--- config.mk ---
export PLATFORM = sky130hd
export DESIGN_NAME = midi_channel_distributor_top_flat
export DESIGN_NICKNAME = d
export VERILOG_FILES = /design/src/hdl/mcd_pkg.sv /design/src/hdl/mcd_if.sv /design/src/hdl/midi_channel_distributor_top.sv /design/src/flat_wrapper.sv
export VERILOG_INCLUDE_DIRS = /design/src /design/src/hdl
export SDC_FILE = /design/constraint.sdc
export NUM_CORES = 1
export LEC_CHECK = 0
export ABC_AREA = 1
export BUFFER_PORTS_ARGS = -buffer_cell sky130_fd_sc_hd__buf_2
export CAP_MARGIN = 10
export CORE_MARGIN = 4
export CORE_UTILIZATION = 45
export DETAILED_ROUTE_END_ITERATION = 12
export HOLD_SLACK_MARGIN = 0.06
export MAX_ROUTING_LAYER = met4
export PLACE_DENSITY_LB_ADDON = 0.3
export SETUP_SLACK_MARGIN = 0.02
export SLEW_MARGIN = 40
export SYNTH_ARGS = -nofsm -noshare
export SYNTH_HDL_FRONTEND = slang
export SYNTH_SLANG_ARGS = --single-unit
export TNS_END_PERCENT = 20
--- constraint.sdc ---
create_clock -name clk -period 3.7 [get_ports clk]
set_input_delay 0.37 -clock clk [delete_from_list [all_inputs] [get_ports clk]]
set_output_delay 0.37 -clock clk [all_outputs]
set_load 0.02 [all_outputs]
--- src/hdl/midi_channel_distributor_top_assert.svh ---
// Assertion macros shared by the MIDI channel distributor RTL.
`ifndef MIDI_CHANNEL_DISTRIBUTOR_TOP_ASSERT_SVH
`define MIDI_CHANNEL_DISTRIBUTOR_TOP_ASSERT_SVH
`ifndef SYNTHESIS
`define MCD_ASSERT_IMP(lbl, ante, cons, msg) \
	lbl: assert property (@(posedge clk) disable iff (!arst_n) (ante) |-> (cons)) \
		else $error(msg);
`define MCD_ASSERT_NXT(lbl, ante, cons, msg) \
	lbl: assert property (@(posedge clk) disable iff (!arst_n) (ante) |=> (cons)) \
		else $error(msg);
`else
`define MCD_ASSERT_IMP(lbl, ante, cons, msg)
`define MCD_ASSERT_NXT(lbl, ante, cons, msg)
`endif
`endif

--- src/hdl/mcd_pkg.sv ---
// Types and constants of the MIDI channel distributor.
`timescale 1ns / 1ps
package mcd_pkg;

	localparam int NUM_CHANNELS = 16;
	localparam int CH_W         = $clog2(NUM_CHANNELS);
	localparam int CNT_W        = $clog2(NUM_CHANNELS + 1);
	localparam int NOTE_W       = 7;
	localparam int CMD_W        = 3;
	localparam int STATUS_W     = 2;
	localparam int CFG_IDX_W    = 2;
	localparam int CFG_DATA_W   = 4;

	localparam logic [CMD_W-1:0] CMD_ALLOC   = 3'd0;
	localparam logic [CMD_W-1:0] CMD_STEAL   = 3'd1;
	localparam logic [CMD_W-1:0] CMD_RELEASE = 3'd2;
	localparam logic [CMD_W-1:0] CMD_FIND    = 3'd3;
	localparam logic [CMD_W-1:0] CMD_READ    = 3'd4;

	localparam logic [STATUS_W-1:0] ST_OK   = 2'd0;
	localparam logic [STATUS_W-1:0] ST_DUP  = 2'd1;
	localparam logic [STATUS_W-1:0] ST_NONE = 2'd2;

	localparam logic [CFG_IDX_W-1:0] REG_MIN_CHANNEL = 2'd0;
	localparam logic [CFG_IDX_W-1:0] REG_MAX_CHANNEL = 2'd1;

	typedef enum logic [3:0] {
		S_IDLE,
		S_SCAN,
		S_ALLOC,
		S_STEAL_RD,
		S_STEAL_WR,
		S_REMOVE,
		S_READ_RD,
		S_READ_CHK,
		S_DONE
	} state_t;

	typedef enum logic [1:0] {
		B_HOLD,
		B_PUSH,
		B_ROT_KEEP,
		B_ROT_DROP
	} busy_op_t;

	typedef enum logic [1:0] {
		F_HOLD,
		F_POP,
		F_PUSH
	} free_op_t;

	typedef struct packed {
		logic [STATUS_W-1:0] status;
		logic [CH_W-1:0]     ch;
		logic [NOTE_W-1:0]   note;
	} res_t;

endpackage

--- src/hdl/mcd_if.sv ---
// Request and response channels of the MIDI channel distributor.
`timescale 1ns / 1ps
interface mcd_req_if;
	import mcd_pkg::*;
	logic              valid;
	logic              ready;
	logic [CMD_W-1:0]  cmd;
	logic [NOTE_W-1:0] note;
	logic [CH_W-1:0]   channel;

	modport source (output valid, cmd, note, channel, input ready);
	modport sink (input valid, cmd, note, channel, output ready);
endinterface

interface mcd_rsp_if;
	import mcd_pkg::*;
	logic                valid;
	logic                ready;
	logic [STATUS_W-1:0] status;
	logic [CH_W-1:0]     result_channel;
	logic [NOTE_W-1:0]   result_note;
	logic [CH_W-1:0]     oldest_busy;
	logic                oldest_busy_valid;
	logic [CH_W-1:0]     oldest_free;
	logic                oldest_free_valid;

	modport source (output valid, status, result_channel, result_note, oldest_busy,
		oldest_busy_valid, oldest_free, oldest_free_valid, input ready);
	modport sink (input valid, status, result_channel, result_note, oldest_busy,
		oldest_busy_valid, oldest_free, oldest_free_valid, output ready);
endinterface

--- src/hdl/midi_channel_distributor_top.sv ---
// Steal goes through S_STEAL_RD, S_STEAL_WR and S_DONE, note-of-channel through S_READ_RD,
// S_READ_CHK and S_DONE; find and allocate scan all 16 table entries through the single
// table read port, and release adds one rotation of the busy list per busy channel.
// One word is worked on at a time; the table scan sets the rate for most commands.
// Reset: table empty, busy FIFO empty, free FIFO holds channels 0 to 15. A range write
// rebuilds the same picture for the new range, with no clearing pass.
`timescale 1ns / 1ps
`include "midi_channel_distributor_top_assert.svh"
module midi_channel_distributor_top (
	input  logic                             clk,
	input  logic                             arst_n,
	input  logic                             cfg_we,
	input  logic [mcd_pkg::CFG_IDX_W-1:0]    cfg_index,
	input  logic [mcd_pkg::CFG_DATA_W-1:0]   cfg_wdata,
	mcd_req_if.sink                          req,
	mcd_rsp_if.source                        rsp
);
	import mcd_pkg::*;

	// Range registers and the rebuilt free list for a range write.
	logic [CH_W-1:0]  min_q, max_q;
	logic [CH_W-1:0]  new_min, new_max;
	logic             cfg_hit;
	logic [CNT_W-1:0] fill_cnt;

	// Note table: a small memory with one read and one write port. The empty
	// marks live in flip-flops so that a range write can clear them all at once.
	logic [NOTE_W-1:0] mem [NUM_CHANNELS];
	logic [NUM_CHANNELS-1:0] valid_q;
	logic [NOTE_W-1:0] rd_data_q;
	logic              rd_vld_q;
	logic [CH_W-1:0]   rd_tag_q;
	logic [CH_W-1:0]   rd_addr;
	logic              mem_we;
	logic [CH_W-1:0]   mem_wa;
	logic              valid_set, valid_clr;

	// Busy and free FIFOs, kept as shift registers with the head at entry 0.
	logic [CH_W-1:0]  busy_q [NUM_CHANNELS];
	logic [CNT_W-1:0] busy_cnt_q;
	logic [CH_W-1:0]  free_q [NUM_CHANNELS];
	logic [CNT_W-1:0] free_cnt_q;
	busy_op_t         bop;
	free_op_t         fop;
	logic [CH_W-1:0]  busy_tail, free_tail;

	// Sequencer state.
	state_t           state_q, state_d;
	logic [CMD_W-1:0] cmd_q;
	logic [NOTE_W-1:0] note_q;
	logic [CH_W-1:0]  chan_q;
	logic [CH_W-1:0]  scan_q;
	logic             chk_q;
	logic             hit, last;
	logic [CNT_W-1:0] rot_q;
	logic             dropped_q;
	logic [CH_W-1:0]  ch_q;
	res_t             res_q, res_d;
	logic             res_we;
	logic             out_load;
	logic             req_ready;
	logic             accept;

	// Response register.
	logic             rsp_valid_q;
	res_t             rsp_res_q;
	logic [CH_W-1:0]  rsp_busy_q, rsp_free_q;
	logic             rsp_busy_v_q, rsp_free_v_q;

	assign accept = req.valid && req_ready;
	assign req.ready = req_ready;

	// A write to either range register rebuilds the whole block. The new range
	// combines the written value with the register that is not being written.
	assign cfg_hit = cfg_we && (cfg_index == REG_MIN_CHANNEL || cfg_index == REG_MAX_CHANNEL);
	assign new_min = (cfg_index == REG_MIN_CHANNEL) ? cfg_wdata[CH_W-1:0] : min_q;
	assign new_max = (cfg_index == REG_MAX_CHANNEL) ? cfg_wdata[CH_W-1:0] : max_q;
	assign fill_cnt = (new_max >= new_min) ?
		(CNT_W'(new_max) - CNT_W'(new_min) + CNT_W'(1)) : '0;

	always_ff @(posedge clk or negedge arst_n) begin
		if (!arst_n) begin
			min_q <= '0;
			max_q <= CH_W'(NUM_CHANNELS - 1);
		end else if (cfg_hit) begin
			min_q <= new_min;
			max_q <= new_max;
		end
	end

	// The scan compares one table entry per cycle against the note of the word.
	// Read data arrive in the cycle after the address, tagged with that address.
	assign hit  = chk_q && rd_vld_q && (rd_data_q == note_q);
	assign last = chk_q && (rd_tag_q == CH_W'(NUM_CHANNELS - 1));

	assign busy_tail = CH_W'(busy_cnt_q - CNT_W'(1));
	assign free_tail = free_cnt_q[CH_W-1:0];

	always_comb begin
		state_d   = state_q;
		bop       = B_HOLD;
		fop       = F_HOLD;
		mem_we    = 1'b0;
		mem_wa    = free_q[0];
		valid_set = 1'b0;
		valid_clr = 1'b0;
		rd_addr   = scan_q;
		res_we    = 1'b0;
		res_d     = '{status: ST_NONE, ch: '0, note: '0};
		out_load  = 1'b0;
		req_ready = 1'b0;
		case (state_q)
			S_IDLE: begin
				req_ready = 1'b1;
				if (req.valid) begin
					// Every word starts out as "none available"; the later
					// states overwrite the result where the command succeeds or finds a duplicate.
					res_we = 1'b1;
					if (req.cmd inside {CMD_ALLOC, CMD_RELEASE, CMD_FIND}) begin
						state_d = S_SCAN;
					end else if (req.cmd == CMD_STEAL) begin
						state_d = (busy_cnt_q != '0) ? S_STEAL_RD : S_DONE;
					end else if (req.cmd == CMD_READ) begin
						state_d = S_READ_RD;
					end else begin
						state_d = S_DONE;
					end
				end
			end
			S_SCAN: begin
				rd_addr = scan_q;
				if (hit) begin
					case (cmd_q)
						CMD_ALLOC: begin
							res_we  = 1'b1;
							res_d   = '{status: ST_DUP, ch: rd_tag_q, note: '0};
							state_d = S_DONE;
						end
						CMD_RELEASE: begin
							// Empty the entry, hand the channel back to the free
							// list, then take it out of the busy list by rotation.
							res_we    = 1'b1;
							res_d     = '{status: ST_OK, ch: rd_tag_q, note: '0};
							valid_clr = 1'b1;
							fop       = F_PUSH;
							state_d   = S_REMOVE;
						end
						default: begin
							res_we  = 1'b1;
							res_d   = '{status: ST_OK, ch: rd_tag_q, note: '0};
							state_d = S_DONE;
						end
					endcase
				end else if (last) begin
					state_d = (cmd_q == CMD_ALLOC && free_cnt_q != '0) ? S_ALLOC : S_DONE;
				end
			end
			S_ALLOC: begin
				mem_we    = 1'b1;
				mem_wa    = free_q[0];
				valid_set = 1'b1;
				fop       = F_POP;
				bop       = B_PUSH;
				res_we    = 1'b1;
				res_d     = '{status: ST_OK, ch: free_q[0], note: '0};
				state_d   = S_DONE;
			end
			S_STEAL_RD: begin
				rd_addr = busy_q[0];
				state_d = S_STEAL_WR;
			end
			S_STEAL_WR: begin
				// The oldest channel takes the new note and moves to the tail.
				mem_we    = 1'b1;
				mem_wa    = busy_q[0];
				valid_set = 1'b1;
				bop       = B_ROT_KEEP;
				res_we    = 1'b1;
				res_d     = '{status: ST_OK, ch: busy_q[0],
					note: rd_vld_q ? rd_data_q : '1};
				state_d   = S_DONE;
			end
			S_REMOVE: begin
				// One full turn of the busy list keeps the order of the others.
				if (rot_q == '0) begin
					state_d = S_DONE;
				end else if (busy_q[0] == ch_q && !dropped_q) begin
					bop = B_ROT_DROP;
				end else begin
					bop = B_ROT_KEEP;
				end
			end
			S_READ_RD: begin
				rd_addr = chan_q;
				state_d = S_READ_CHK;
			end
			S_READ_CHK: begin
				if (rd_vld_q) begin
					res_we = 1'b1;
					res_d  = '{status: ST_OK, ch: '0, note: rd_data_q};
				end
				state_d = S_DONE;
			end
			S_DONE: begin
				if (!rsp_valid_q || rsp.ready) begin
					out_load = 1'b1;
					state_d  = S_IDLE;
				end
			end
			default: begin
				state_d = S_IDLE;
			end
		endcase
	end

	always_ff @(posedge clk or negedge arst_n) begin
		if (!arst_n) begin
			state_q <= S_IDLE;
		end else begin
			state_q <= state_d;
		end
	end

	// Word fields, scan pointer and removal bookkeeping.
	always_ff @(posedge clk or negedge arst_n) begin
		if (!arst_n) begin
			cmd_q     <= '0;
			note_q    <= '0;
			chan_q    <= '0;
			scan_q    <= '0;
			chk_q     <= 1'b0;
			rot_q     <= '0;
			dropped_q <= 1'b0;
			ch_q      <= '0;
			res_q     <= '{status: ST_NONE, ch: '0, note: '0};
		end else begin
			if (accept) begin
				cmd_q  <= req.cmd;
				note_q <= req.note;
				chan_q <= req.channel;
			end
			scan_q <= (state_q == S_SCAN) ? scan_q + CH_W'(1) : '0;
			chk_q  <= (state_q == S_SCAN) && (state_d == S_SCAN);
			if (state_q == S_SCAN) begin
				rot_q     <= busy_cnt_q;
				dropped_q <= 1'b0;
				ch_q      <= rd_tag_q;
			end else if (state_q == S_REMOVE && rot_q != '0) begin
				rot_q <= rot_q - CNT_W'(1);
				if (bop == B_ROT_DROP) begin
					dropped_q <= 1'b1;
				end
			end
			if (res_we) begin
				res_q <= res_d;
			end
		end
	end

	// Table memory and its read register.
	always_ff @(posedge clk) begin
		if (mem_we) begin
			mem[mem_wa] <= note_q;
		end
		rd_data_q <= mem[rd_addr];
	end

	always_ff @(posedge clk or negedge arst_n) begin
		if (!arst_n) begin
			rd_vld_q <= 1'b0;
			rd_tag_q <= '0;
			valid_q  <= '0;
		end else begin
			rd_vld_q <= valid_q[rd_addr];
			rd_tag_q <= rd_addr;
			if (cfg_hit) begin
				valid_q <= '0;
			end else begin
				if (valid_set) begin
					valid_q[mem_wa] <= 1'b1;
				end
				if (valid_clr) begin
					valid_q[rd_tag_q] <= 1'b0;
				end
			end
		end
	end

	// Busy FIFO. A rotation shifts every entry one place towards the head and
	// either writes the old head back at the tail or drops it.
	always_ff @(posedge clk or negedge arst_n) begin
		if (!arst_n) begin
			for (int j = 0; j < NUM_CHANNELS; j++) begin
				busy_q[j] <= '0;
			end
			busy_cnt_q <= '0;
		end else if (cfg_hit) begin
			busy_cnt_q <= '0;
		end else begin
			case (bop)
				B_PUSH: begin
					if (busy_cnt_q < CNT_W'(NUM_CHANNELS)) begin
						busy_q[busy_cnt_q[CH_W-1:0]] <= free_q[0];
						busy_cnt_q <= busy_cnt_q + CNT_W'(1);
					end
				end
				B_ROT_KEEP: begin
					for (int j = 0; j < NUM_CHANNELS - 1; j++) begin
						busy_q[j] <= (CH_W'(j) == busy_tail) ? busy_q[0] : busy_q[j+1];
					end
					if (busy_tail == CH_W'(NUM_CHANNELS - 1)) begin
						busy_q[NUM_CHANNELS-1] <= busy_q[0];
					end
				end
				B_ROT_DROP: begin
					for (int j = 0; j < NUM_CHANNELS - 1; j++) begin
						busy_q[j] <= busy_q[j+1];
					end
					busy_cnt_q <= busy_cnt_q - CNT_W'(1);
				end
				default: begin
				end
			endcase
		end
	end

	// Free FIFO. A range write refills it with the range in ascending order.
	always_ff @(posedge clk or negedge arst_n) begin
		if (!arst_n) begin
			for (int j = 0; j < NUM_CHANNELS; j++) begin
				free_q[j] <= CH_W'(j);
			end
			free_cnt_q <= CNT_W'(NUM_CHANNELS);
		end else if (cfg_hit) begin
			for (int j = 0; j < NUM_CHANNELS; j++) begin
				free_q[j] <= new_min + CH_W'(j);
			end
			free_cnt_q <= fill_cnt;
		end else begin
			case (fop)
				F_POP: begin
					for (int j = 0; j < NUM_CHANNELS - 1; j++) begin
						free_q[j] <= free_q[j+1];
					end
					free_cnt_q <= free_cnt_q - CNT_W'(1);
				end
				F_PUSH: begin
					if (free_cnt_q < CNT_W'(NUM_CHANNELS)) begin
						free_q[free_tail] <= rd_tag_q;
						free_cnt_q <= free_cnt_q + CNT_W'(1);
					end
				end
				default: begin
				end
			endcase
		end
	end

	// Response register: it takes the result and the FIFO heads as they stand
	// once the command has finished, and holds them until the word is taken.
	always_ff @(posedge clk or negedge arst_n) begin
		if (!arst_n) begin
			rsp_valid_q <= 1'b0;
		end else if (out_load) begin
			rsp_valid_q <= 1'b1;
		end else if (rsp.ready) begin
			rsp_valid_q <= 1'b0;
		end
	end

	always_ff @(posedge clk) begin
		if (out_load) begin
			rsp_res_q    <= res_q;
			rsp_busy_v_q <= (busy_cnt_q != '0);
			rsp_busy_q   <= (busy_cnt_q != '0) ? busy_q[0] : '0;
			rsp_free_v_q <= (free_cnt_q != '0);
			rsp_free_q   <= (free_cnt_q != '0) ? free_q[0] : '0;
		end
	end

	assign rsp.valid             = rsp_valid_q;
	assign rsp.status            = rsp_res_q.status;
	assign rsp.result_channel    = rsp_res_q.ch;
	assign rsp.result_note       = rsp_res_q.note;
	assign rsp.oldest_busy       = rsp_busy_q;
	assign rsp.oldest_busy_valid = rsp_busy_v_q;
	assign rsp.oldest_free       = rsp_free_q;
	assign rsp.oldest_free_valid = rsp_free_v_q;

	// Every managed channel is in exactly one list, except while a released channel
	// is being taken out of the busy list, when it already sits in the free list too.
	`MCD_ASSERT_IMP(a_count_sum, 1'b1, ((CNT_W+1)'(busy_cnt_q) + (CNT_W+1)'(free_cnt_q)) <= ((CNT_W+1)'(NUM_CHANNELS) + (CNT_W+1)'(state_q == S_REMOVE)), "busy and free counts exceed the channel count")
	// Removing a released channel never grows the busy list.
	`MCD_ASSERT_NXT(a_remove_shrinks, state_q == S_REMOVE && !cfg_hit, busy_cnt_q <= $past(busy_cnt_q), "busy list grew during removal")
	// A new response word only appears from the done state.
	`MCD_ASSERT_IMP(a_rsp_from_done, $rose(rsp_valid_q), $past(state_q) == S_DONE, "response word raised outside the done state")
	// An allocated channel is marked as holding a note.
	`MCD_ASSERT_NXT(a_alloc_marks, state_q == S_ALLOC && !cfg_hit, valid_q[$past(free_q[0])], "allocated channel not marked as busy")

endmodule

--- src/flat_wrapper.sv ---
// flat-port wrapper written by rule: the top's interface ports become plain ports
module midi_channel_distributor_top_flat import mcd_pkg::*;
  (clk, arst_n, cfg_we, cfg_index, cfg_wdata, req_valid, req_cmd, req_note, req_channel, req_ready, rsp_valid, rsp_status, rsp_result_channel, rsp_result_note, rsp_oldest_busy, rsp_oldest_busy_valid, rsp_oldest_free, rsp_oldest_free_valid, rsp_ready);
  mcd_req_if req_i ();
  mcd_rsp_if rsp_i ();
  input  logic clk;
  input  logic arst_n;
  input  logic cfg_we;
  input  logic [mcd_pkg::CFG_IDX_W-1:0] cfg_index;
  input  logic [mcd_pkg::CFG_DATA_W-1:0] cfg_wdata;
  input wire logic [$bits(req_i.valid)-1:0] req_valid;
  input wire logic [$bits(req_i.cmd)-1:0] req_cmd;
  input wire logic [$bits(req_i.note)-1:0] req_note;
  input wire logic [$bits(req_i.channel)-1:0] req_channel;
  output wire logic [$bits(req_i.ready)-1:0] req_ready;
  output wire logic [$bits(rsp_i.valid)-1:0] rsp_valid;
  output wire logic [$bits(rsp_i.status)-1:0] rsp_status;
  output wire logic [$bits(rsp_i.result_channel)-1:0] rsp_result_channel;
  output wire logic [$bits(rsp_i.result_note)-1:0] rsp_result_note;
  output wire logic [$bits(rsp_i.oldest_busy)-1:0] rsp_oldest_busy;
  output wire logic [$bits(rsp_i.oldest_busy_valid)-1:0] rsp_oldest_busy_valid;
  output wire logic [$bits(rsp_i.oldest_free)-1:0] rsp_oldest_free;
  output wire logic [$bits(rsp_i.oldest_free_valid)-1:0] rsp_oldest_free_valid;
  input wire logic [$bits(rsp_i.ready)-1:0] rsp_ready;
  assign req_i.valid = req_valid;
  assign req_i.cmd = req_cmd;
  assign req_i.note = req_note;
  assign req_i.channel = req_channel;
  assign req_ready = req_i.ready;
  assign rsp_valid = rsp_i.valid;
  assign rsp_status = rsp_i.status;
  assign rsp_result_channel = rsp_i.result_channel;
  assign rsp_result_note = rsp_i.result_note;
  assign rsp_oldest_busy = rsp_i.oldest_busy;
  assign rsp_oldest_busy_valid = rsp_i.oldest_busy_valid;
  assign rsp_oldest_free = rsp_i.oldest_free;
  assign rsp_oldest_free_valid = rsp_i.oldest_free_valid;
  assign rsp_i.ready = rsp_ready;
  midi_channel_distributor_top u_core (.clk(clk), .arst_n(arst_n), .cfg_we(cfg_we), .cfg_index(cfg_index), .cfg_wdata(cfg_wdata), .req(req_i), .rsp(rsp_i));
endmodule
==> impl_metrics.csv, run 1 <==
group,metric,value,unit
synthesis,syn_inst,2423,
floorplanning,dieArea,0.0466,sq mm
clock_network,tritoncts,"yes",
run,maxCapViolations,0,
clock_network,numCtsBuffers,40,
sta,setup_viol,0,
placed_design,port_buffers,49,
routing,vias,16900,
sta,hold_slack,0.0693,ns
clock_network,htreeDepth,2,
grt,grt_use_total,24.2,%
floorplanning,initial_utilization,46.0,%
routing,vias_per_cell,5.48,
power,leakage,0.0102,uW
critical_path,startpoint_type,"register",
sta,drv_slew,0,
power,p_per_area,631,mW/mm^2
routing,detail_route.wl_per_cell,18.0,um
grt,grt_max_degree,95,
placed_design,place.gp.congestion,0.926,
finish,diodes,0,
synthesis,synth_warnings,0,
clock_network,clk_pin_slew,0.06,ns
grt,globalRoute.totalOverflow,0,
routing,drt_pass1_iterations,6,
sta,finalCriticalPeriod,3.32,ns
critical_path,criticalPathCategory,"reg2reg",
sta,relSlewSlack,47.7,%
sta,skew,0.0188,ns
sta,tightest_slew,0.782,ns
power,peakVddDrop,309,uV
synthesis,syn-num-nets,2479,
grt,grt_pass1_vias,16200,
clock_network,clockBufferDepth,3,
floorplanning,rows,75,
sta,rsz0062_at_grt,"false",
clock_network,root_buffer,"clkbuf_16",
critical_path,arrival,3.71,ns
sta,fmax,301,MHz
synthesis,synthesis.area,0.0194,sq mm
finish,syn_to_final_growth,12.1,%
routing,drt_iter0_drc,1907,
floorplanning,die_h,216,um
clock_network,clkLatencyLatePin,0.55,ns
sta,hold_viol_final,0,
grt,antenna_found_initial,0,
clock_network,clock-sinks,356,
routing,drcViolationCount,0,
synthesis,syn_area_per_cell,8.03,sq um
critical_path,crit_fanout,24,
run_status,status,"complete, no violations",
finish,nets,2532,
floorplanning,die_w,216,um
finish,drive_gt1_share,10.5,%
grt,grt_pass1_wl,88.6,mm
routing,ant_nets,0,
synthesis,yosysSeqAreaShare,49.3,%
placed_design,hpwl,36.4,mm
routing,finalWirelength,55.5,mm
min_path,hold_class,"in2reg",
critical_path,required,4.09,ns
floorplanning,core-area,0.0423,sq mm
sta,fin_crit_sh,89.9,%
floorplanning,ios,50,
synthesis,ys_seq_elements,356,
synthesis,synth.distinct_cells,47,
sta,setup_tns,0,ns
clock_network,post_cts_buffers,0,
critical_path,end_kind,"register",
## layer usage
metal | wire length (um) | track usage [%] | up-vias
met5 | 0 | - | -
met4 | 2030 | 8.62 | 0
met3 | 3790 | 4.04 | 150
met2 | 26000 | 38.5 | 606
met1 | 23700 | 31.4 | 8081
li1 | - | - | 8071
## Yosys cell counts, drive strengths merged
cell | count | area [sq um]
nand2 | 636 | 2400
inv | 356 | 1340
o21ai | 226 | 1160
nand3 | 221 | 1150
nor2 | 199 | 821
dfrtp | 176 | 4400
edfxtp | 135 | 4050
buf | 54 | 312
o22ai | 50 | 313
a21oi | 43 | 215
a21boi | 40 | 300
dfstp | 38 | 998
nand3b | 37 | 278
clkbuf | 36 | 135
ha | 29 | 363
o211ai | 29 | 223
nor3 | 23 | 120
o221ai | 22 | 193
xor2 | 12 | 105
a22oi | 11 | 82.6
a31oi | 10 | 62.6
nand4 | 9 | 56.3
mux2 | 8 | 90.1
dfxtp | 7 | 140
o2bb2ai | 3 | 26.3
or2 | 3 | 18.8
xnor2 | 3 | 26.3
clkinv | 2 | 8.75
fa | 2 | 40.0
o21bai | 2 | 15.0
nor3b | 1 | 7.51
## cells in the final DEF, fill, tap and decap left out, types with 9 or more instances in the layout
cell / synthesis / layout
a21boi_1: 40 / 40
a21oi_1: 43 / 43
a22oi_1: 11 / 11
a31oi_1: 10 / 10
buf_2: 36 / 48
buf_4: 11 / 42
clkbuf_16: 0 / 40
clkbuf_8: 0 / 10
dfrtp_1: 176 / 175
dfstp_2: 38 / 38
edfxtp_1: 135 / 135
ha_1: 29 / 29
inv_1: 339 / 339
inv_2: 17 / 17
nand2_1: 630 / 623
nand2_2: 6 / 11
nand3_1: 216 / 216
nand3b_1: 37 / 37
nand4_1: 9 / 9
nor2_1: 187 / 184
nor3_1: 22 / 22
o211ai_1: 28 / 28
o21ai_0: 202 / 201
o21ai_1: 19 / 19
o221ai_1: 22 / 22
o22ai_1: 50 / 50
xor2_1: 12 / 12
## metrics by stage
step	area, sq um	power, uW	cells	setup WS (ns)	utilization, %
floorplan	19400	8300	2423	0.566	-
global placement	20300	9550	3003	0.293	48.1
detailed placement	20400	9630	3003	0.211	48.1
CTS	21800	13800	3084	0.164	51.5
global route	21800	14500	3084	0.0481	51.5
finish	21800	13800	3084	0.375	51.5
## repair_timing
| action | 4_1_cts | 5_1_grt |
|---|---|---|
| endpoints found under the setup margin | 0 | 60 |
| resized for setup | 0 | 5 |
| hold buffers | 8 | 0 |
| endpoints found under the hold margin | 68 | 0 |
## logic make-up (layout without fill, tap and decap cells)
logic type / count (synthesis) / count (layout) / share of synthesized area, %
compound gates: 436 / 436 / 13.3
xor+xnor: 15 / 15 / 0.675
fa+ha+maj: 31 / 31 / 2.07
buf+inv: 448 / 532 / 9.21
flops: 356 / 356 / 49.3
mux: 8 / 8 / 0.463
simple gates: 1129 / 1129 / 24.9
## area by class of cell
type	count	area, sq um
Fill cell	3951	20500
Timing Repair Buffer	101	691
Inverter	358	1350
Clock inverter	18	196
Multi-Input combinational cell	1619	8100
Tap cell	577	722
Clock buffer	55	1160
Sequential cell	356	9600
## path summary, 6_finish.rpt
kind / from / end / slack (ns) / depth (start not counted)
hold reg to reg: u_core.res_q[4] / u_core.rsp.result_note[4] / 0.45 / 0
min in group asynchronous: arst_n / u_core.busy_q[31] / 0.39 / 2
hold / removal: req_note[6] / u_core.note_q[6] / 0.07 / 3
max in group asynchronous: arst_n / u_core.min_q[3] / 2.23 / 3
setup / recovery: u_core.note_q[1] / u_core.free_q[50] / 0.38 / 17
setup reg to reg: u_core.note_q[1] / u_core.free_q[50] / 0.38 / 17
## worst max-delay path, cell delays in order, from the launching register on
cell and delay (ns):
dfrtp_2 0.55, or2_2 0.17, nand4_1 0.09, nor2_1 0.13, nand2_1 0.10, nor2_1 0.16
nand2_1 0.14, inv_1 0.13, ha_1 0.19, inv_2 0.21, nor2_4 0.17, inv_1 0.09
o21ai_4 0.28, inv_2 0.26, nand2_1 0.21, inv_1 0.10, o21ai_0 0.08, o22ai_1 0.09
## report_power, final
part	switching (uW)	internal [uW]	total [uW]	leakage, uW
Clock	1640	2460	4100	0.000669
Combinational	2700	1250	3950	0.00577
Sequential	514	5200	5710	0.00379
## registers in the layout, indices dropped and copies added (netlist names), 7 cells and up
| signal | count |
|---|---|
| u_core.valid_q | 16 |
| u_core.mem | 112 |
| u_core.note_q | 7 |
| u_core.rd_data_q | 7 |
| u_core.busy_q | 64 |
| u_core.rsp.result_note | 7 |
| u_core.res_q | 13 |
| u_core.free_q | 64 |
(Power assumes the default switching activity.)
==> run 2, diff against run 1 <==
--- a/config.mk
+++ b/config.mk
@@ -16,7 +16,7 @@
 export MAX_ROUTING_LAYER = met4
 export PLACE_DENSITY_LB_ADDON = 0.3
 export SETUP_SLACK_MARGIN = 0.02
-export SLEW_MARGIN = 40
+export SLEW_MARGIN = 20
 export SYNTH_ARGS = -nofsm -noshare
 export SYNTH_HDL_FRONTEND = slang
 export SYNTH_SLANG_ARGS = --single-unit
==> constraint.sdc (replaced) <==
create_clock -name clk -period 3.7 [get_ports clk]
set_input_delay 0.74 -clock clk [delete_from_list [all_inputs] [get_ports clk]]
set_output_delay 0.74 -clock clk [all_outputs]
set_load 0.02 [all_outputs]
==> run 2 against run 1 <==
Against the previous run: non-clock buffer count is 2 lower; global-route usage is 0.050 points lower; first-iteration DRC count is 3.6% lower; count of clock-buffer cells in the layout stayed put; design area is 0.56% lower; maximum frequency is 3.1% higher; critical path depth is 1 lower.
==> impl_metrics.csv, run 2 (synthesis results as in run 1) <==
group,metric,value,unit
routing,drt_pass1_iterations,5,
power,p_comb_share,29.1,%
run_status,status,"complete, no violations",
finish,reg.largest.list,"u_core.mem: 112 flops, u_core.busy_q: 64 flops, u_core.free_q: 64 flops",
finish,final_common_cell,"nand2_1",
floorplanning,core-area,0.0423,sq mm
grt,grt_max_degree,97,
clock_network,clockBufferDepth,3,
finish,largest_reg_flops,112,
floorplanning,rows,75,
power,p_sw,4790,uW
critical_path,cp_cell_sequence,"buf_4 -> o22ai_1 -> nor3_1 -> nand2_1 -> nor2_1 -> nand2_1 -> inv_1 -> ha_2 -> inv_2 -> nor2_4 -> inv_1 -> o21ai_4 -> inv_2 -> nand2_1 -> a21oi_1 -> a22oi_1",
critical_path,cpMaxStageDelayCell,"dfrtp_1",
finish,nets,2529,
sta,finalCriticalPeriod,3.22,ns
sta,tightest_slew,0.961,ns
routing,drt_iter0_drc,1839,
clock_network,clkLatencyLatePin,0.57,ns
sta,skew,0.0275,ns
placed_design,place.gp.congestion,0.945,
floorplanning,dieArea,0.0466,sq mm
clock_network,tritoncts,"yes",
grt,grt_use_total,24.1,%
run,maxCapViolations,0,
grt,globalRoute.totalOverflow,0,
routing,vias,16700,
routing,ant_nets,0,
finish,drive_gt1_share,10.2,%
floorplanning,die_h,216,um
clock_network,hold_buffers,0,
clock_network,numCtsBuffers,39,
placed_design,hpwl,36.3,mm
clock_network,clk_pin_slew,0.06,ns
power,peakVddDrop,341,uV
finish,top_register,"u_core.mem",
floorplanning,initial_utilization,46.0,%
finish,final_util,51.2,%
grt,grt_pass1_wl,88.6,mm
sta,drv_slew,0,
routing,finalWirelength,55.1,mm
sta,hold_viol_final,0,
finish,syn_to_final_growth,11.5,%
critical_path,criticalPathCategory,"reg2reg",
routing,vias_per_cell,5.43,
power,pwr-share-seq,41.7,%
floorplanning,ios,50,
sta,fin_crit_sh,87.1,%
power,p_per_area,627,mW/mm^2
critical_path,end_kind,"register",
clock_network,clock-sinks,356,
critical_path,cpMostUsedCell,"nand2_1",
power,internal_power,8820,uW
min_path,hold_class,"in2async",
critical_path,required,4.15,ns
power,switching_share,35.2,%
sta,setup_viol,0,
placed_design,port_buffers,49,
finish,fillers,3919,
sta,setup_tns,0,ns
power,leakage,0.0102,uW
grt,antenna_found_initial,1,
power,p_clk_share,29.2,%
sta,fmax,310,MHz
critical_path,arrival,3.67,ns
routing,drcViolationCount,0,
grt,grt_pass1_vias,16200,
floorplanning,die_w,216,um
routing,detail_route.wl_per_cell,17.9,um
clock_network,htreeDepth,2,
sta,rsz0062_at_grt,"false",
critical_path,crit_fanout,17,
clock_network,root_buffer,"clkbuf_16",
critical_path,startpoint_type,"register",
finish,final_cell_mix,"nand2_1 (628), inv_1 (339), nand3_1 (216)",
sta,relSlewSlack,35.7,%
critical_path,cpPeakStageDelay,0.36,ns
critical_path,rrSetupSlack,0.48,ns
run 2: routing by layer:
metal | track usage (%) | vias to the layer above | wire, um
li1 | - | 8050 | -
met1 | 32.0 | 7956 | 23900
met2 | 37.5 | 577 | 25500
met3 | 4.01 | 140 | 3690
met4 | 8.92 | 0 | 1940
met5 | - | - | 0
run 2: through the flow:
stage / instances / setup slack (ns) / area [sq um] / total power, uW / hold slack, ns
after detailed placement: 3009 / 0.467 / 20400 / 9620 / 0.434
after global placement: 3009 / 0.637 / 20400 / 9530 / 0.433
after CTS: 3078 / 0.419 / 21700 / 13600 / 0.243
after global routing: 3079 / 0.0920 / 21700 / 14400 / 0.288
after floorplan: 2423 / 0.566 / 19400 / 8300 / 0.426
final: 3079 / 0.476 / 21700 / 13600 / 0.234
run 2: timing repair:
| item | in CTS | in global routing |
|---|---|---|
| setup buffers | 0 | 0 |
| gates resized for setup | 0 | 1 |
| setup endpoints to repair | 0 | 1 |
run 2: path summary, 6_finish.rpt:
| kind | from | to | depth (start not counted) |
|---|---|---|---|
| worst max register to register | u_core.note_q[2] | u_core.free_q[43] | 16 |
| max in group asynchronous | arst_n | u_core.free_q[14] | 2 |
| worst max-delay path | u_core.note_q[2] | u_core.free_q[43] | 16 |
| worst min register to register | u_core.res_q[1] | u_core.rsp.result_note[1] | 0 |
| worst min-delay path | arst_n | u_core.busy_q[29] | 1 |
| min in group clk | rsp_ready | u_core.rsp.valid | 2 |
run 2: worst max-delay path: cells and delay by family (launching register included):
family                     cells  cell delay [ns]
and+or+nand+nor                6             1.03
DFF                            1             0.36
AOI/OAI and AO/OA              4             0.66
buffers and inverters          5             0.75
adders and majority gates      1             0.28
run 2: cell type report:
cell class                 count  area [sq um]  share of cell area [%]
tap                          577           722                    3.33
multi-input combinational   1619          8080                    37.2
sequential                   356          9600                    44.2
antenna                        1          2.50                  0.0115
inverter                     358          1350                    6.20
clock inverter                14           183                   0.842
timing repair buffer          99           656                    3.02
clock buffer                  55          1110                    5.11
run 2: power groups by stage:
stage               sequential [uW]  clock, uW  combinational (uW)
finish                         5670       3980                3960
CTS                            5660       4040                3930
floorplan                      5750          0                2550
global route                   5750       4220                4430
global placement               5700          0                3840
detailed placement             5720          0                3900
==> run 3, diff against run 2 <==
--- a/config.mk
+++ b/config.mk
@@ -9,6 +9,8 @@
 export ABC_AREA = 1
 export BUFFER_PORTS_ARGS = -buffer_cell sky130_fd_sc_hd__buf_2
 export CAP_MARGIN = 10
+export CELL_PAD_IN_SITES_DETAIL_PLACEMENT = 0
+export CELL_PAD_IN_SITES_GLOBAL_PLACEMENT = 1
 export CORE_MARGIN = 4
 export CORE_UTILIZATION = 45
 export DETAILED_ROUTE_END_ITERATION = 12
==> run 3 against run 2 <==
Against the previous run: count of clock-buffer cells in the layout is the same; design area grew 0.95%; critical path depth shrank 3; first-iteration DRC count shrank 8.8%.
==> impl_metrics.csv, run 3 (synthesis results as in run 1) <==
group,metric,value,unit
run_status,status,"complete, no violations",
power,p_per_area,643,mW/mm^2
power,leakage,0.0103,uW
critical_path,startpoint_type,"register",
sta,fin_crit_sh,89.0,%
run,maxCapViolations,0,
floorplanning,initial_utilization,46.0,%
grt,grt_max_degree,101,
routing,drt_pass1_iterations,5,
placed_design,place.gp.congestion,0.900,
floorplanning,die_w,216,um
finish,largest_reg_flops,112,
grt,globalRoute.totalOverflow,0,
clock_network,clk_pin_slew,0.07,ns
floorplanning,die_h,216,um
sta,skew,0.0209,ns
power,peakVddDrop,373,uV
routing,ant_nets,0,
power,p_total,14100,uW
finish,syn_to_final_growth,12.6,%
clock_network,root_buffer,"clkbuf_16",
power,internal_power,9180,uW
sta,setup_tns,0,ns
finish,nets,2532,
critical_path,arrival,3.76,ns
floorplanning,ios,50,
clock_network,tritoncts,"yes",
critical_path,end_kind,"register",
routing,finalWirelength,57.1,mm
clock_network,clockBufferDepth,3,
min_path,hold_class,"in2async",
routing,vias_per_cell,5.43,
finish,diodes,0,
power,p_comb_share,28.3,%
clock_network,numCtsBuffers,41,
floorplanning,rows,75,
routing,vias,16700,
power,switching_share,34.8,%
floorplanning,dieArea,0.0466,sq mm
placed_design,port_buffers,49,
grt,grt_pass1_vias,15900,
sta,setup_viol,0,
sta,finalCriticalPeriod,3.29,ns
placed_design,hpwl,37.7,mm
finish,final_cell_mix,"nand2_1 (624), inv_1 (339), nand3_1 (216)",
grt,antenna_found_initial,0,
clock_network,clkLatencyLatePin,0.56,ns
clock_network,htreeDepth,2,
finish,drive_gt1_share,10.8,%
power,p_clk_share,31.4,%
power,pwr-share-seq,40.4,%
placed_design,place_area,0.0204,sq mm
finish,final_common_cell,"nand2_1",
sta,fmax,304,MHz
grt,grt_pass1_wl,89.6,mm
floorplanning,core-area,0.0423,sq mm
finish,top_register,"u_core.mem",
finish,design_area,0.0219,sq mm
critical_path,required,4.17,ns
clock_network,clock-sinks,356,
routing,drt_iter0_drc,1678,
sta,drv_slew,0,
sta,relSlewSlack,25.3,%
critical_path,crit_fanout,45,
power,p_sw,4900,uW
routing,drcViolationCount,0,
grt,grt_use_total,24.7,%
sta,hold_viol_final,0,
critical_path,criticalPathCategory,"reg2reg",
sta,tightest_slew,1.12,ns
sta,rsz0062_at_grt,"false",
clock_network,hold_buffers,0,
routing,detail_route.wl_per_cell,18.5,um
finish,reg.largest.list,"u_core.mem: 112 flops, u_core.busy_q: 64 flops, u_core.free_q: 64 flops",
[run 3: cell count changes in the layout (fill, tap and decap cells not counted), moves of 2 or more]
cell       delta
clkinv_2      +3
clkbuf_16     +3
clkinv_1      +2
clkbuf_8      +5
bufinv_16     +2
nand2_1       -4
clkbuf_1      -8
nand2_2       +4
[run 3: layout make-up]
class	instances	area (sq um)
Inverter	358	1350
Multi-Input combinational cell	1619	8080
Fill cell	4034	20400
Clock buffer	55	1220
Tap cell	577	722
Clock inverter	19	250
Timing Repair Buffer	100	676
Sequential cell	356	9600
[run 3: worst max-delay path: stages, from the launching register on]
cell     delay [ns]
dfrtp_1        0.37
buf_4          0.23
o22ai_1        0.12
nor3_1         0.15
nand2_1        0.12
nor2_1         0.19
nand2_1        0.18
inv_1          0.16
ha_1           0.20
buf_4          0.47
nand2_2        0.40
o21ai_0        0.28
a21oi_1        0.08
o21ai_0        0.22
[run 3: through the flow]
stage | hold WS (ns) | std cells | utilization, % | setup WS [ns]
after floorplan | 0.426 | 2423 | - | 0.566
after detailed placement | 0.437 | 3010 | 48.2 | 0.310
after global placement | 0.434 | 3010 | 48.2 | 0.432
after CTS | 0.281 | 3084 | 51.7 | 0.270
after global routing | 0.309 | 3084 | 51.7 | 0.186
final | 0.265 | 3084 | 51.7 | 0.407
[run 3: routing by layer]
layer / track usage [%] / wire (um)
met5: - / 0
met4: 9.13 / 2040
met3: 2.93 / 3330
met2: 38.7 / 26400
met1: 33.3 / 25400
[run 3: worst paths after layout]
path                             startpoint                         to  cells past startpoint  slack [ns]
setup / recovery           u_core.note_q[2]          u_core.free_q[36]                     13        0.41
hold reg to reg             u_core.res_q[6]  u_core.rsp.result_note[6]                      0        0.45
max in group asynchronous            arst_n          u_core.free_q[16]                      2        2.51
min in group clk                  rsp_ready           u_core.rsp.valid                      2        0.38
hold / removal                       arst_n       u_core.free_cnt_q[1]                      1        0.26
setup reg to reg           u_core.note_q[2]          u_core.free_q[36]                     13        0.41
[run 3: what timing repair did]
item,4_1_cts,5_1_grt
setup buffers,0,0
endpoints found under the hold margin,0,0
endpoints found under the setup margin,0,11
gates resized for setup,0,4
[run 3: power groups by stage]
stage,combinational [uW],clock (uW),sequential (uW)
after floorplan,2550,0,5750
after global placement,3870,0,5720
after detailed placement,3930,0,5740
after CTS,3960,4470,5670
after global routing,4440,4630,5760
final,3980,4410,5680
